[config.mk]
export PLATFORM = sky130hd
export DESIGN_NAME = missing_run_finder_flat
export DESIGN_NICKNAME = d
export VERILOG_FILES = /design/src/hw/rtl/mrf_pkg.sv /design/src/hw/rtl/mrf_if.sv /design/src/hw/rtl/mrf_map_ram.sv /design/src/hw/rtl/mrf_run_ram.sv /design/src/hw/rtl/missing_run_finder.sv /design/src/flat_wrapper.sv
export SDC_FILE = /design/constraint.sdc
export NUM_CORES = 2
export LEC_CHECK = 0
export BUFFER_PORTS_ARGS = -buffer_cell sky130_fd_sc_hd__buf_4
export CAP_MARGIN = 20
export CORE_MARGIN = 1
export CORE_UTILIZATION = 50
export DETAILED_ROUTE_END_ITERATION = 6
export GPL_TIMING_DRIVEN = 0
export PLACE_DENSITY = 0.65
export REMOVE_ABC_BUFFERS = 1
export SKIP_CTS_REPAIR_TIMING = 1
export SLEW_MARGIN = 20
export SYNTH_ARGS = -nofsm -noshare
export SYNTH_HDL_FRONTEND = slang
export SYNTH_HIERARCHICAL = 1
export SYNTH_SLANG_ARGS = --single-unit
[constraint.sdc]
create_clock -name clk_i -period 9.65 [get_ports clk_i]
set_input_delay 0 -clock clk_i [delete_from_list [all_inputs] [get_ports clk_i]]
set_output_delay 0 -clock clk_i [all_outputs]
set_load 0.02 [all_outputs]
[src/hw/rtl/mrf_pkg.sv]
package mrf_pkg;

  localparam int unsigned MAP_ENTRIES  = 256;
  localparam int unsigned IDX_W        = $clog2(MAP_ENTRIES);
  localparam int unsigned CNT_W        = $clog2(MAP_ENTRIES + 1);
  localparam int unsigned RUN_SLOTS    = (MAP_ENTRIES + 1) / 2;
  localparam int unsigned SLOT_W       = $clog2(RUN_SLOTS);
  localparam int unsigned TOTAL_W      = $clog2(RUN_SLOTS + 1);
  localparam int unsigned MAX_REPORTED = 64;
  localparam int unsigned WANT_W       = 7;

  // presence map port request
  typedef struct packed {
    logic             we;
    logic [IDX_W-1:0] waddr;
    logic             wdata;
    logic             re;
    logic [IDX_W-1:0] raddr;
  } map_req_t;

  // run table port request
  typedef struct packed {
    logic              we;
    logic [SLOT_W-1:0] waddr;
    logic [IDX_W-1:0]  wstart;
    logic [CNT_W-1:0]  wlen;
    logic              re;
    logic [SLOT_W-1:0] raddr;
  } run_req_t;

endpackage

[src/hw/rtl/mrf_if.sv]
interface mrf_req_if import mrf_pkg::*; ();
  logic                valid;
  logic                ready;
  logic                mode;
  logic [IDX_W-1:0]    entry_index;
  logic                entry_value;
  logic [WANT_W-1:0]   range_count;

  modport source (output valid, mode, entry_index, entry_value, range_count, input ready);
  modport sink   (input valid, mode, entry_index, entry_value, range_count, output ready);
endinterface

interface mrf_res_if import mrf_pkg::*; ();
  logic             valid;
  logic             ready;
  logic [IDX_W-1:0] run_start;
  logic [CNT_W-1:0] run_end;
  logic [CNT_W-1:0] run_length;
  logic [CNT_W-1:0] present_count;
  logic             no_gaps;
  logic             last_result;

  modport source (output valid, run_start, run_end, run_length, present_count, no_gaps,
                  last_result, input ready);
  modport sink   (input valid, run_start, run_end, run_length, present_count, no_gaps,
                  last_result, output ready);
endinterface

[src/hw/rtl/mrf_map_ram.sv]
module mrf_map_ram import mrf_pkg::*; (
  input  logic     clk_i,
  input  logic     rst_ni,
  input  map_req_t req_i,
  output logic     rdata_o
);

  logic                   mem_q [MAP_ENTRIES];
  logic [MAP_ENTRIES-1:0] vld_q;
  logic                   rdata_q;

  // unwritten entries read as missing
  always_ff @(posedge clk_i or negedge rst_ni) begin
    if (!rst_ni) begin
      vld_q <= '0;
    end else if (req_i.we) begin
      vld_q[req_i.waddr] <= 1'b1;
    end
  end

  always_ff @(posedge clk_i) begin
    if (req_i.we) begin
      mem_q[req_i.waddr] <= req_i.wdata;
    end
    if (req_i.re) begin
      rdata_q <= mem_q[req_i.raddr] & vld_q[req_i.raddr];
    end
  end

  assign rdata_o = rdata_q;

endmodule

[src/hw/rtl/mrf_run_ram.sv]
module mrf_run_ram import mrf_pkg::*; (
  input  logic             clk_i,
  input  run_req_t         req_i,
  output logic [IDX_W-1:0] rstart_o,
  output logic [CNT_W-1:0] rlen_o
);

  logic [IDX_W-1:0] start_mem_q [RUN_SLOTS];
  logic [CNT_W-1:0] len_mem_q   [RUN_SLOTS];
  logic [IDX_W-1:0] rstart_q;
  logic [CNT_W-1:0] rlen_q;

  always_ff @(posedge clk_i) begin
    if (req_i.we) begin
      start_mem_q[req_i.waddr] <= req_i.wstart;
      len_mem_q[req_i.waddr]   <= req_i.wlen;
    end
    if (req_i.re) begin
      rstart_q <= start_mem_q[req_i.raddr];
      rlen_q   <= len_mem_q[req_i.raddr];
    end
  end

  assign rstart_o = rstart_q;
  assign rlen_o   = rlen_q;

endmodule

[src/hw/rtl/missing_run_finder.sv]
// Missing run finder: presence bitmap with a length-sorted report of gaps.
// Request channel (req_i): mode 0 writes one map entry (entry_index,
// entry_value) and gives no result; mode 1 is a query that reports up to
// range_count (0 read as 1, at most 64) missing runs, longest first, ties in start order.
// Result channel (res_o): one result per reported run, or a single no_gaps
// result; last_result marks the end of a query.
// cfg_we_i/cfg_wdata_i set entries_in_use (n); write only while idle.
// A query scans the entries in use (check, read, evaluate per entry over the
// single map read port); each run found goes into the run table by insertion
// sort through one read and one write port, shifting shorter runs down one
// slot; each reported run is then read and loaded into the output register.
// A new request is taken only once the previous query has loaded its last result.
// Reset: map reads as all missing, n = 256, no results pending.
// A stalled receiver holds the output register; the sequencer waits for it
// and loses nothing.
module missing_run_finder import mrf_pkg::*; (
  input  logic             clk_i,
  input  logic             rst_ni,
  input  logic             cfg_we_i,
  input  logic [CNT_W-1:0] cfg_wdata_i,
  mrf_req_if.sink          req_i,
  mrf_res_if.source        res_o
);

  localparam logic [3:0] S_IDLE    = 4'd0;
  localparam logic [3:0] S_SCAN_CHK = 4'd1;
  localparam logic [3:0] S_SCAN_RD = 4'd2;
  localparam logic [3:0] S_SCAN_EV = 4'd3;
  localparam logic [3:0] S_INS_RD  = 4'd4;
  localparam logic [3:0] S_INS_CMP = 4'd5;
  localparam logic [3:0] S_NOGAP   = 4'd6;
  localparam logic [3:0] S_REP_RD  = 4'd7;
  localparam logic [3:0] S_REP_LD  = 4'd8;

  localparam logic [CNT_W-1:0]  MapEntries = CNT_W'(MAP_ENTRIES);
  localparam logic [WANT_W-1:0] MaxRep     = WANT_W'(MAX_REPORTED);

  logic [3:0]         state_q, state_d;
  logic [CNT_W-1:0]   cfg_q;
  logic [CNT_W-1:0]   i_q, i_d;
  logic [IDX_W-1:0]   cur_q, cur_d;
  logic               in_run_q, in_run_d;
  logic [CNT_W-1:0]   present_q, present_d;
  logic [TOTAL_W-1:0] total_q, total_d;
  logic [TOTAL_W-1:0] pos_q, pos_d;
  logic [IDX_W-1:0]   ins_start_q, ins_start_d;
  logic [CNT_W-1:0]   ins_len_q, ins_len_d;
  logic [WANT_W-1:0]  want_q, want_d;
  logic [WANT_W-1:0]  k_q, k_d;

  logic               ovld_q, ovld_d;
  logic [IDX_W-1:0]   o_start_q, o_start_d;
  logic [CNT_W-1:0]   o_end_q, o_end_d;
  logic [CNT_W-1:0]   o_len_q, o_len_d;
  logic [CNT_W-1:0]   o_pres_q, o_pres_d;
  logic               o_nogap_q, o_nogap_d;
  logic               o_last_q, o_last_d;

  map_req_t           map_req;
  run_req_t           run_req;
  logic               map_bit;
  logic [IDX_W-1:0]   r_start;
  logic [CNT_W-1:0]   r_len;
  logic [CNT_W-1:0]   n_use;
  logic               out_free;
  logic [WANT_W-1:0]  want_clamp;
  logic [TOTAL_W-1:0] pos_m1;
  logic               k_last;

  mrf_map_ram u_map (
    .clk_i  (clk_i),
    .rst_ni (rst_ni),
    .req_i  (map_req),
    .rdata_o(map_bit)
  );

  mrf_run_ram u_runs (
    .clk_i   (clk_i),
    .req_i   (run_req),
    .rstart_o(r_start),
    .rlen_o  (r_len)
  );

  // scan length saturates at map size
  assign n_use    = (cfg_q > MapEntries) ? MapEntries : cfg_q;
  assign out_free = !ovld_q || res_o.ready;
  assign pos_m1   = pos_q - TOTAL_W'(1);
  assign k_last   = (k_q + WANT_W'(1)) == want_q;

  always_comb begin
    want_clamp = want_q;
    if (want_q == '0) begin
      want_clamp = WANT_W'(1);
    end else if (want_q > MaxRep) begin
      want_clamp = MaxRep;
    end
    if (TOTAL_W'(want_clamp) > total_q) begin
      want_clamp = WANT_W'(total_q);
    end
  end

  assign req_i.ready = (state_q == S_IDLE);

  always_comb begin
    state_d     = state_q;
    i_d         = i_q;
    cur_d       = cur_q;
    in_run_d    = in_run_q;
    present_d   = present_q;
    total_d     = total_q;
    pos_d       = pos_q;
    ins_start_d = ins_start_q;
    ins_len_d   = ins_len_q;
    want_d      = want_q;
    k_d         = k_q;
    ovld_d      = ovld_q && !res_o.ready;
    o_start_d   = o_start_q;
    o_end_d     = o_end_q;
    o_len_d     = o_len_q;
    o_pres_d    = o_pres_q;
    o_nogap_d   = o_nogap_q;
    o_last_d    = o_last_q;

    map_req       = '0;
    map_req.waddr = req_i.entry_index;
    map_req.wdata = req_i.entry_value;
    map_req.raddr = i_q[IDX_W-1:0];
    run_req       = '0;

    case (state_q)
      S_IDLE: begin
        if (req_i.valid) begin
          if (!req_i.mode) begin
            map_req.we = 1'b1;
          end else begin
            want_d    = req_i.range_count;
            i_d       = '0;
            in_run_d  = 1'b0;
            present_d = '0;
            total_d   = '0;
            state_d   = S_SCAN_CHK;
          end
        end
      end
      S_SCAN_CHK: begin
        if (i_q == n_use) begin
          if (in_run_q) begin
            // gap reaching the end of the area in use
            in_run_d    = 1'b0;
            ins_start_d = cur_q;
            ins_len_d   = n_use - {1'b0, cur_q};
            pos_d       = total_q;
            state_d     = S_INS_RD;
          end else if (total_q == '0) begin
            state_d = S_NOGAP;
          end else begin
            want_d  = want_clamp;
            k_d     = '0;
            state_d = S_REP_RD;
          end
        end else begin
          state_d = S_SCAN_RD;
        end
      end
      S_SCAN_RD: begin
        map_req.re = 1'b1;
        state_d    = S_SCAN_EV;
      end
      S_SCAN_EV: begin
        i_d     = i_q + CNT_W'(1);
        state_d = S_SCAN_CHK;
        if (map_bit) begin
          present_d = present_q + CNT_W'(1);
          if (in_run_q) begin
            in_run_d    = 1'b0;
            ins_start_d = cur_q;
            ins_len_d   = i_q - {1'b0, cur_q};
            pos_d       = total_q;
            state_d     = S_INS_RD;
          end
        end else if (!in_run_q) begin
          in_run_d = 1'b1;
          cur_d    = i_q[IDX_W-1:0];
        end
      end
      S_INS_RD: begin
        if (pos_q == '0) begin
          run_req.we     = 1'b1;
          run_req.waddr  = '0;
          run_req.wstart = ins_start_q;
          run_req.wlen   = ins_len_q;
          total_d        = total_q + TOTAL_W'(1);
          state_d        = S_SCAN_CHK;
        end else begin
          run_req.re    = 1'b1;
          run_req.raddr = pos_m1[SLOT_W-1:0];
          state_d       = S_INS_CMP;
        end
      end
      S_INS_CMP: begin
        run_req.we    = 1'b1;
        run_req.waddr = pos_q[SLOT_W-1:0];
        if (r_len < ins_len_q) begin
          // shorter run moves down one slot
          run_req.wstart = r_start;
          run_req.wlen   = r_len;
          pos_d          = pos_m1;
          state_d        = S_INS_RD;
        end else begin
          run_req.wstart = ins_start_q;
          run_req.wlen   = ins_len_q;
          total_d        = total_q + TOTAL_W'(1);
          state_d        = S_SCAN_CHK;
        end
      end
      S_NOGAP: begin
        if (out_free) begin
          ovld_d    = 1'b1;
          o_start_d = '0;
          o_end_d   = '0;
          o_len_d   = '0;
          o_pres_d  = present_q;
          o_nogap_d = 1'b1;
          o_last_d  = 1'b1;
          state_d   = S_IDLE;
        end
      end
      S_REP_RD: begin
        if (out_free) begin
          run_req.re    = 1'b1;
          run_req.raddr = SLOT_W'(k_q);
          state_d       = S_REP_LD;
        end
      end
      S_REP_LD: begin
        ovld_d    = 1'b1;
        o_start_d = r_start;
        o_end_d   = {1'b0, r_start} + r_len;
        o_len_d   = r_len;
        o_pres_d  = present_q;
        o_nogap_d = 1'b0;
        o_last_d  = k_last;
        k_d       = k_q + WANT_W'(1);
        state_d   = k_last ? S_IDLE : S_REP_RD;
      end
      default: begin
        state_d = S_IDLE;
      end
    endcase
  end

  always_ff @(posedge clk_i or negedge rst_ni) begin
    if (!rst_ni) begin
      state_q  <= S_IDLE;
      cfg_q    <= MapEntries;
      i_q      <= '0;
      in_run_q <= 1'b0;
      total_q  <= '0;
      pos_q    <= '0;
      k_q      <= '0;
      want_q   <= '0;
      ovld_q   <= 1'b0;
    end else begin
      state_q  <= state_d;
      if (cfg_we_i) begin
        cfg_q <= cfg_wdata_i;
      end
      i_q      <= i_d;
      in_run_q <= in_run_d;
      total_q  <= total_d;
      pos_q    <= pos_d;
      k_q      <= k_d;
      want_q   <= want_d;
      ovld_q   <= ovld_d;
    end
  end

  always_ff @(posedge clk_i) begin
    cur_q       <= cur_d;
    present_q   <= present_d;
    ins_start_q <= ins_start_d;
    ins_len_q   <= ins_len_d;
    o_start_q   <= o_start_d;
    o_end_q     <= o_end_d;
    o_len_q     <= o_len_d;
    o_pres_q    <= o_pres_d;
    o_nogap_q   <= o_nogap_d;
    o_last_q    <= o_last_d;
  end

  assign res_o.valid         = ovld_q;
  assign res_o.run_start     = o_start_q;
  assign res_o.run_end       = o_end_q;
  assign res_o.run_length    = o_len_q;
  assign res_o.present_count = o_pres_q;
  assign res_o.no_gaps       = o_nogap_q;
  assign res_o.last_result   = o_last_q;

  // run table never overflows
  a_total_bound: assert property (@(posedge clk_i) disable iff (!rst_ni)
    total_q <= TOTAL_W'(RUN_SLOTS))
    else $error("run count beyond table size");

  // insertion point stays within filled part of the table
  a_pos_bound: assert property (@(posedge clk_i) disable iff (!rst_ni)
    (state_q == S_INS_RD || state_q == S_INS_CMP) |-> pos_q <= total_q)
    else $error("insertion position beyond run count");

  // report index stays below the clamped request
  a_rep_bound: assert property (@(posedge clk_i) disable iff (!rst_ni)
    (state_q == S_REP_LD) |-> (k_q < want_q && TOTAL_W'(want_q) <= total_q))
    else $error("report index out of range");

  // a loaded result never overwrites one still waiting
  a_no_overwrite: assert property (@(posedge clk_i) disable iff (!rst_ni)
    (state_q == S_REP_LD) |-> !ovld_q)
    else $error("result register overwritten");

endmodule

[src/flat_wrapper.sv]
// flat-port wrapper written by rule: the top's interface ports become plain ports
module missing_run_finder_flat import mrf_pkg::*;
  (clk_i, rst_ni, cfg_we_i, cfg_wdata_i, req_i_valid, req_i_mode, req_i_entry_index, req_i_entry_value, req_i_range_count, req_i_ready, res_o_valid, res_o_run_start, res_o_run_end, res_o_run_length, res_o_present_count, res_o_no_gaps, res_o_last_result, res_o_ready);
  mrf_req_if req_i_i ();
  mrf_res_if res_o_i ();
  input  logic clk_i;
  input  logic rst_ni;
  input  logic cfg_we_i;
  input  logic [CNT_W-1:0] cfg_wdata_i;
  input wire logic [$bits(req_i_i.valid)-1:0] req_i_valid;
  input wire logic [$bits(req_i_i.mode)-1:0] req_i_mode;
  input wire logic [$bits(req_i_i.entry_index)-1:0] req_i_entry_index;
  input wire logic [$bits(req_i_i.entry_value)-1:0] req_i_entry_value;
  input wire logic [$bits(req_i_i.range_count)-1:0] req_i_range_count;
  output wire logic [$bits(req_i_i.ready)-1:0] req_i_ready;
  output wire logic [$bits(res_o_i.valid)-1:0] res_o_valid;
  output wire logic [$bits(res_o_i.run_start)-1:0] res_o_run_start;
  output wire logic [$bits(res_o_i.run_end)-1:0] res_o_run_end;
  output wire logic [$bits(res_o_i.run_length)-1:0] res_o_run_length;
  output wire logic [$bits(res_o_i.present_count)-1:0] res_o_present_count;
  output wire logic [$bits(res_o_i.no_gaps)-1:0] res_o_no_gaps;
  output wire logic [$bits(res_o_i.last_result)-1:0] res_o_last_result;
  input wire logic [$bits(res_o_i.ready)-1:0] res_o_ready;
  assign req_i_i.valid = req_i_valid;
  assign req_i_i.mode = req_i_mode;
  assign req_i_i.entry_index = req_i_entry_index;
  assign req_i_i.entry_value = req_i_entry_value;
  assign req_i_i.range_count = req_i_range_count;
  assign req_i_ready = req_i_i.ready;
  assign res_o_valid = res_o_i.valid;
  assign res_o_run_start = res_o_i.run_start;
  assign res_o_run_end = res_o_i.run_end;
  assign res_o_run_length = res_o_i.run_length;
  assign res_o_present_count = res_o_i.present_count;
  assign res_o_no_gaps = res_o_i.no_gaps;
  assign res_o_last_result = res_o_i.last_result;
  assign res_o_i.ready = res_o_ready;
  missing_run_finder u_core (.clk_i(clk_i), .rst_ni(rst_ni), .cfg_we_i(cfg_we_i), .cfg_wdata_i(cfg_wdata_i), .req_i(req_i_i), .res_o(res_o_i));
endmodule
* Word level (Yosys, flattened, before mapping) *
Memories as Yosys holds them, arrays and structs flattened. A register that Yosys moved wholly into a read port is not among the register bits.
Cells that the tools add are included.

operators by class
  reductions and logical operators = 29
  equal/unequal tests = 23
  add/subtract/negate cells = 8
  muxes and demuxes = 86
  bitwise logic cells = 4
  magnitude comparators = 7

operators with widths
  operator             number
  $or 256x256->256     1
  $mux 8               14
  $pmux 9 s2           6
  $mux 9               10
  $mux 7               11
  $pmux 25 s2          1
  $pmux 8 s2           3
  $pmux 8 s3           2
  $pmux 4 s9           1
  $mux 4               7
  $pmux 7 s2           2
  $mux 25              1
  $reduce_and 4->1     5
  $add 9x1->9 const B  2
  $lt 8x9->1 const B   2
  $sub 9x8->9          2
  $mux 1               17
  $mux 17              1
  $eq 4x3->1 const B   4
  $logic_not 8->1      2
  $ne 2x1->1 const B   7
  $mux 3               4
  $ne 2x2->1 const B   6
  $reduce_and 5->1     2
  other kinds (30)     44

storage, ports and cells
  memories kept = 3
  memory bits (writable) = 2432
  output and inout bits = 39
  register bits after elaboration = 382
  logic and storage cells = 181

memories
  memory                     words  width  read ports  clocked after memory_dff  wr ports  RTL line          RTL
  u_core.u_runs.len_mem_q    128    9      1           1                         1         mrf_run_ram.sv:9  logic [CNT_W-1:0] len_mem_q [RUN_SLOTS];
  u_core.u_runs.start_mem_q  128    8      1           1                         1         mrf_run_ram.sv:8  logic [IDX_W-1:0] start_mem_q [RUN_SLOTS];
  u_core.u_map.mem_q         256    1      1           0                         1         mrf_map_ram.sv:8  logic mem_q [MAP_ENTRIES];

* Logic depth before layout (Yosys ltp) *
  word-level depth = 9
  depth in mapped cells = 15

* Modules after synthesis *
Netlist, hierarchy kept.

by module, submodules not included
  module              times used  area an instance (um^2)  cells an instance
  mrf_run_ram         1           83531.4                  3263
  mrf_map_ram         1           20173.1                  1639
  missing_run_finder  1           7398.3                   734

* Worst setup path after synthesis *
Ideal clock, no wire load.

  path type = reg2reg
  from = register u_core.pos_q[0]
  to = register u_core.u_runs.rlen_q[5] (netlist: u_core/u_runs/rlen_o[5]) (read register of u_core.u_runs.len_mem_q), data pin
  required time = 9390 ps
  cell stages (with the launch flop) = 16
  path buffers = 5
  library setup time = 260 ps
  arrival = 4152 ps
  slack = 5238 ps
  cells stage by stage = dfrtp_1 inv_1 ha_1 or3b_4 or4b_4 nand3_4 buf_8 o21ai_0 clkbuf_1 clkbuf_1 clkbuf_1 buf_1 mux4_2 mux4_2 mux4_2 mux2_2

RTL lines
  element                   RTL line                   RTL
  start: declaration        missing_run_finder.sv:45   logic [TOTAL_W-1:0] pos_q, pos_d;
  start signal: assignment  missing_run_finder.sv:271  pos_q <= pos_d;
  end: declaration          mrf_run_ram.sv:11          logic [CNT_W-1:0] rlen_q;

==> summary.md <==
| Metric | Value |
|---|---|
| Fraction of registers with async set/reset | 11.0% |
| CTS sink count | between 2000 and 3000 |
| Antenna-violating nets left | 0 |
| GRT Max-Usage Layer | met2 |
| Slew @ Worst Pin | 1.20 ns |
| Reg2Reg Setup Slack | roughly 3.3 ns |
| Comb power frac | between 10% and 20% |
| Switching share of power | between 20% and 30% |
| CTS Buffer Depth | 4 |
| Total gr overflow | 0 |
| Layout cell share with drive strength beyond 1 | between 30% and 40% |
| I/O Buffers | around 70 |
| FF/Latch Area | approximately 83000 um^2 |
| Number of distinct library cells after synthesis | about 90 |
| Pwr/cell area | between 200 and 250 nW/um^2 |
| Footprint of the multi-input gates | roughly 27000 um^2 |
| Internal Power | between 20 and 25 mW |
| # setup viols final | 0 |
| Seq pwr share | around 48% |
| Hold Crit Class | in -> reg |
| Simple-gate share of the synthesized area | approximately 5.7% |
| R2r worst-path depth | 18 |
| CP Launch Point | u_core/state_q[3]$_DFFE_PN0P_ |
| Post-synthesis xor/xnor area fraction | less than 1% |
| # nets final | ~6100 |
| Final std cells w/o fill | 9173 |
| Syn_area_per_cell | between 15 and 20 um^2 |
| Final Max Tran Viols | 0 |
| Multiplexer share of the synthesized area | between 10% and 20% |
| Synth top cells by count | edfxtp_1 (2521), mux4_2 (714), nor2_1 (450) |
| Layout fillers | 15500 |
| DP HPWL | 167000 um |
| Status | finished with violations |
| Startpoint type of the worst setup path | flip-flop |
| CTS tree | yes |
| Min Hold Slack | -0.0212 ns |
| M2 GR Usage | a little over a third |
| Routability cong. | between 0.8 and 0.9 |
| CP Capture Type | flip-flop |
| Met3 usage | around 5.3% |
| Final setup margin | 3.34 ns |
| Root Buffer | clkbuf_16 |
| Initial antenna violation count | 15 |
| Synth area leader | edfxtp_1 |
| FF-to-FF Start | u_core/state_q[3]$_DFFE_PN0P_ |
| Hold Fails Final Rpt | 9 |
| Initial Util | 50.5% |
| CORE AREA | roughly 220000 um^2 |
| Largest net degree at the start of global routing | approximately 120 |
| Post-synthesis compound-gate area fraction | ~2.1% |
| Gr usage total | between 20% and 30% |
| Die height | between 400 and 500 um |
| RSZ-0062 raised after global routing | no |
| Synth Register Bits | roughly 2800 |
| Top cells by area, synth | edfxtp_1 (68%), mux4_2 (14%), dfrtp_1 (7.0%), nor2_1 (1.5%), or2_2 (1.5%) |
| Most numerous cell in the Yosys netlist | edfxtp_1 |
| Failing checks | negative hold slack |
| Synth warnings | 6 |
| Path type of the worst setup path | reg -> reg |
| Top cell type's share of synthesized area | 68.1% |
| Main combinational cell family by area after synthesis | multiplexers |
| Clock H-tree levels | 5 |
| Number of flops mapped to enable cells by yosys | 2521 |
| GR Util met1 | 35.3% |
| Seq/Total Area, Yosys | 75.1% |
| Synth Instances | approximately 5600 |
| R2r endpoint | u_core/u_runs/rlen_o[3]$_DFFE_PP_ |
| Net Sw Power | about 7.4 mW |
| DRC | 0 |
| Via count | 56400 |
| Clk_lat worst skew | approximately 0.94 ns |
| Total chip power | approximately 30 mW |
| Synth-to-layout area growth | 17.0% |
| Leakage power | 42.5 nW |
| Period utilisation layout | 65.4% |
| Max frequency | between 0.15 and 0.2 GHz |
| Worst EP arrival | roughly 7.0 ns |
| Maximum vdd drop | ~0.13 mV |
| IO Count | 70 |
| Max-slew headroom | between 10% and 20% |
| Clock share of power | between 30 and 40% |
| Max-Cap Viols | 0 |
| Setup total negative slack | 0 ns |
| Iter 0 DRT Violations | 6381 |
| Post-Synth Adder-Cell Area | less than 1% |
| Clk_skew | 0.0564 ns |
| Final min period | roughly 6.3 ns |
| Req. time, crit path | roughly 10 ns |
| First-pass GRT wire length | between 300000 and 400000 um |
| Placed cells | about 8600 |
| Vias in the first global route | around 56000 |
| Netlist Area Pre-Place | about 110000 um^2 |
| CP max FO | 14 |
| Pre-CTS WS | between 3 and 4 ns |
| Cts bufs inserted | roughly 300 |
| Clk slew on worst S/H paths | ~0.06 ns |
| Pre-antenna DRT Iters | 5 |
| Ys flop type | edfxtp_1 |
| Routed wire length | around 270000 um |
| DR vias/cell | about 6 |
| Wire per inst | 29.2 um |
| Die area | 224000 um^2 |
| Die Wd | ~470 um |
| Row cnt | roughly 170 |
| Worst Setup EP | u_core/u_runs/rlen_o[3]$_DFFE_PP_ |
[cell type report]
| class | count | share of cell area, % |
|---|---|---|
| Inverter | 56 | 0.162 |
| Clock inverter | 121 | 0.752 |
| Timing Repair Buffer | 355 | 4.82 |
| Tap cell | 2958 | 2.85 |
| Antenna cell | 3 | 0.00578 |
| Clock buffer | 389 | 6.26 |
| Multi-Input combinational cell | 2460 | 20.9 |
| Sequential cell | 2831 | 64.2 |
[through the flow]
stage          util [%]  instance area, um^2
6_report           59.0               130000
5_1_grt            59.0               130000
4_1_cts            58.7               129000
3_5_place_dp       54.6               120000
3_3_place_gp       51.8               114000
2_1_floorplan         -               110000
[cell families (layout without fill, tap and decap cells)]
group	count (synthesis)	after routing
muxes	759	759
DFF	2831	2831
xor gates and xnor gates	38	38
other	0	3
buffers and inverters	345	921
adders and majority gates	39	39
AOI/OAI and AO/OA	324	324
and+or+nand+nor	1300	1300
[how the worst min path moves through the flow]
stage,startpoint,to,slack (ns),cells past startpoint
2_1_floorplan,rst_ni,u_core/cfg_q[0]$_DFFE_PN0P_,-0.30,0
3_3_place_gp,cfg_wdata_i[7],u_core/cfg_q[7]$_DFFE_PN0P_,0.23,2
3_5_place_dp,rst_ni,u_core/u_map/vld_q[171]$_DFFE_PN0P_,-0.02,1
4_1_cts,rst_ni,u_core/u_map/vld_q[165]$_DFFE_PN0P_,-1.02,1
5_1_grt,req_i_entry_index[7],u_core/u_map/mem_q[144]$_DFFE_PP_,0.02,4
6_report,req_i_entry_index[7],u_core/u_map/mem_q[144]$_DFFE_PP_,-0.02,4
[worst max-delay path, stage by stage (launching register included)]
cell and delay [ns]:
dfrtp_1 0.49, nor2b_1 0.58, nand2_1 0.23, nor2_1 0.46
nand2_1 0.18, o21ai_4 0.25, buf_12 0.26, buf_16 0.19
buf_16 0.19, buf_16 0.17, buf_16 0.17, buf_16 0.17
buf_16 0.18, buf_16 0.18, buf_16 0.18, mux4_2 0.52
mux4_2 0.63, mux4_2 0.65, mux2_2 0.31
[flip-flops by register name, indices dropped and copies added (netlist names), 4 cells and up]
register,flops
u_core/ins_start_q,8
u_core/u_map/vld_q,256
u_core/u_runs/rstart_o,8
u_core/cur_q,8
u_core/state_q,4
u_core/i_q,9
u_core/res_o.run_length,9
u_core/res_o.present_count,9
u_core/total_q,8
u_core/res_o.run_end,9
u_core/u_runs/rlen_o,9
u_core/u_runs/start_mem_q,1024
u_core/res_o.run_start,8
u_core/u_runs/len_mem_q,1152
u_core/k_q,7
u_core/cfg_q,9
u_core/pos_q,8
u_core/u_map/mem_q,256
u_core/want_q,7
u_core/present_q,9
u_core/ins_len_q,9
[layout by cell type (no fill, tap or decap), types with 20 or more instances in the layout]
cell type	instances
a21oi_1	36
and2_1	23
buf_16	150
buf_4	70
buf_6	44
buf_8	20
clkbuf_1	70
clkbuf_16	309
clkinv_1	58
clkinv_2	33
dfrtp_1	305
dlygate4sd3_1	59
edfxtp_1	2521
ha_1	37
inv_1	55
mux2_2	34
mux4_2	714
nand2_1	209
nand3_1	169
nand4_1	38
nor2_1	322
nor2_2	44
nor2_4	87
nor2b_1	29
o211ai_1	111
o21ai_0	45
or2_2	260
[routing by layer]
metal	wire (um)	vias to the layer above	share of wire, %
li1	-	23500	-
met4	7550	2	2.8
met2	124000	2377	47
met3	23400	431	8.8
met1	112000	30100	42
met5	17	-	0.0064
[power by group through the flow]
stage	sequential [mW]	combinational [mW]	clock, mW
after floorplan	14.2	5.40	0
after global routing	14.0	4.74	11.5
final	14.0	4.48	10.9
after CTS	14.0	4.45	11.1
after detailed placement	14.2	4.43	0
after global placement	14.4	7.18	0
(Power assumes the default switching activity.)
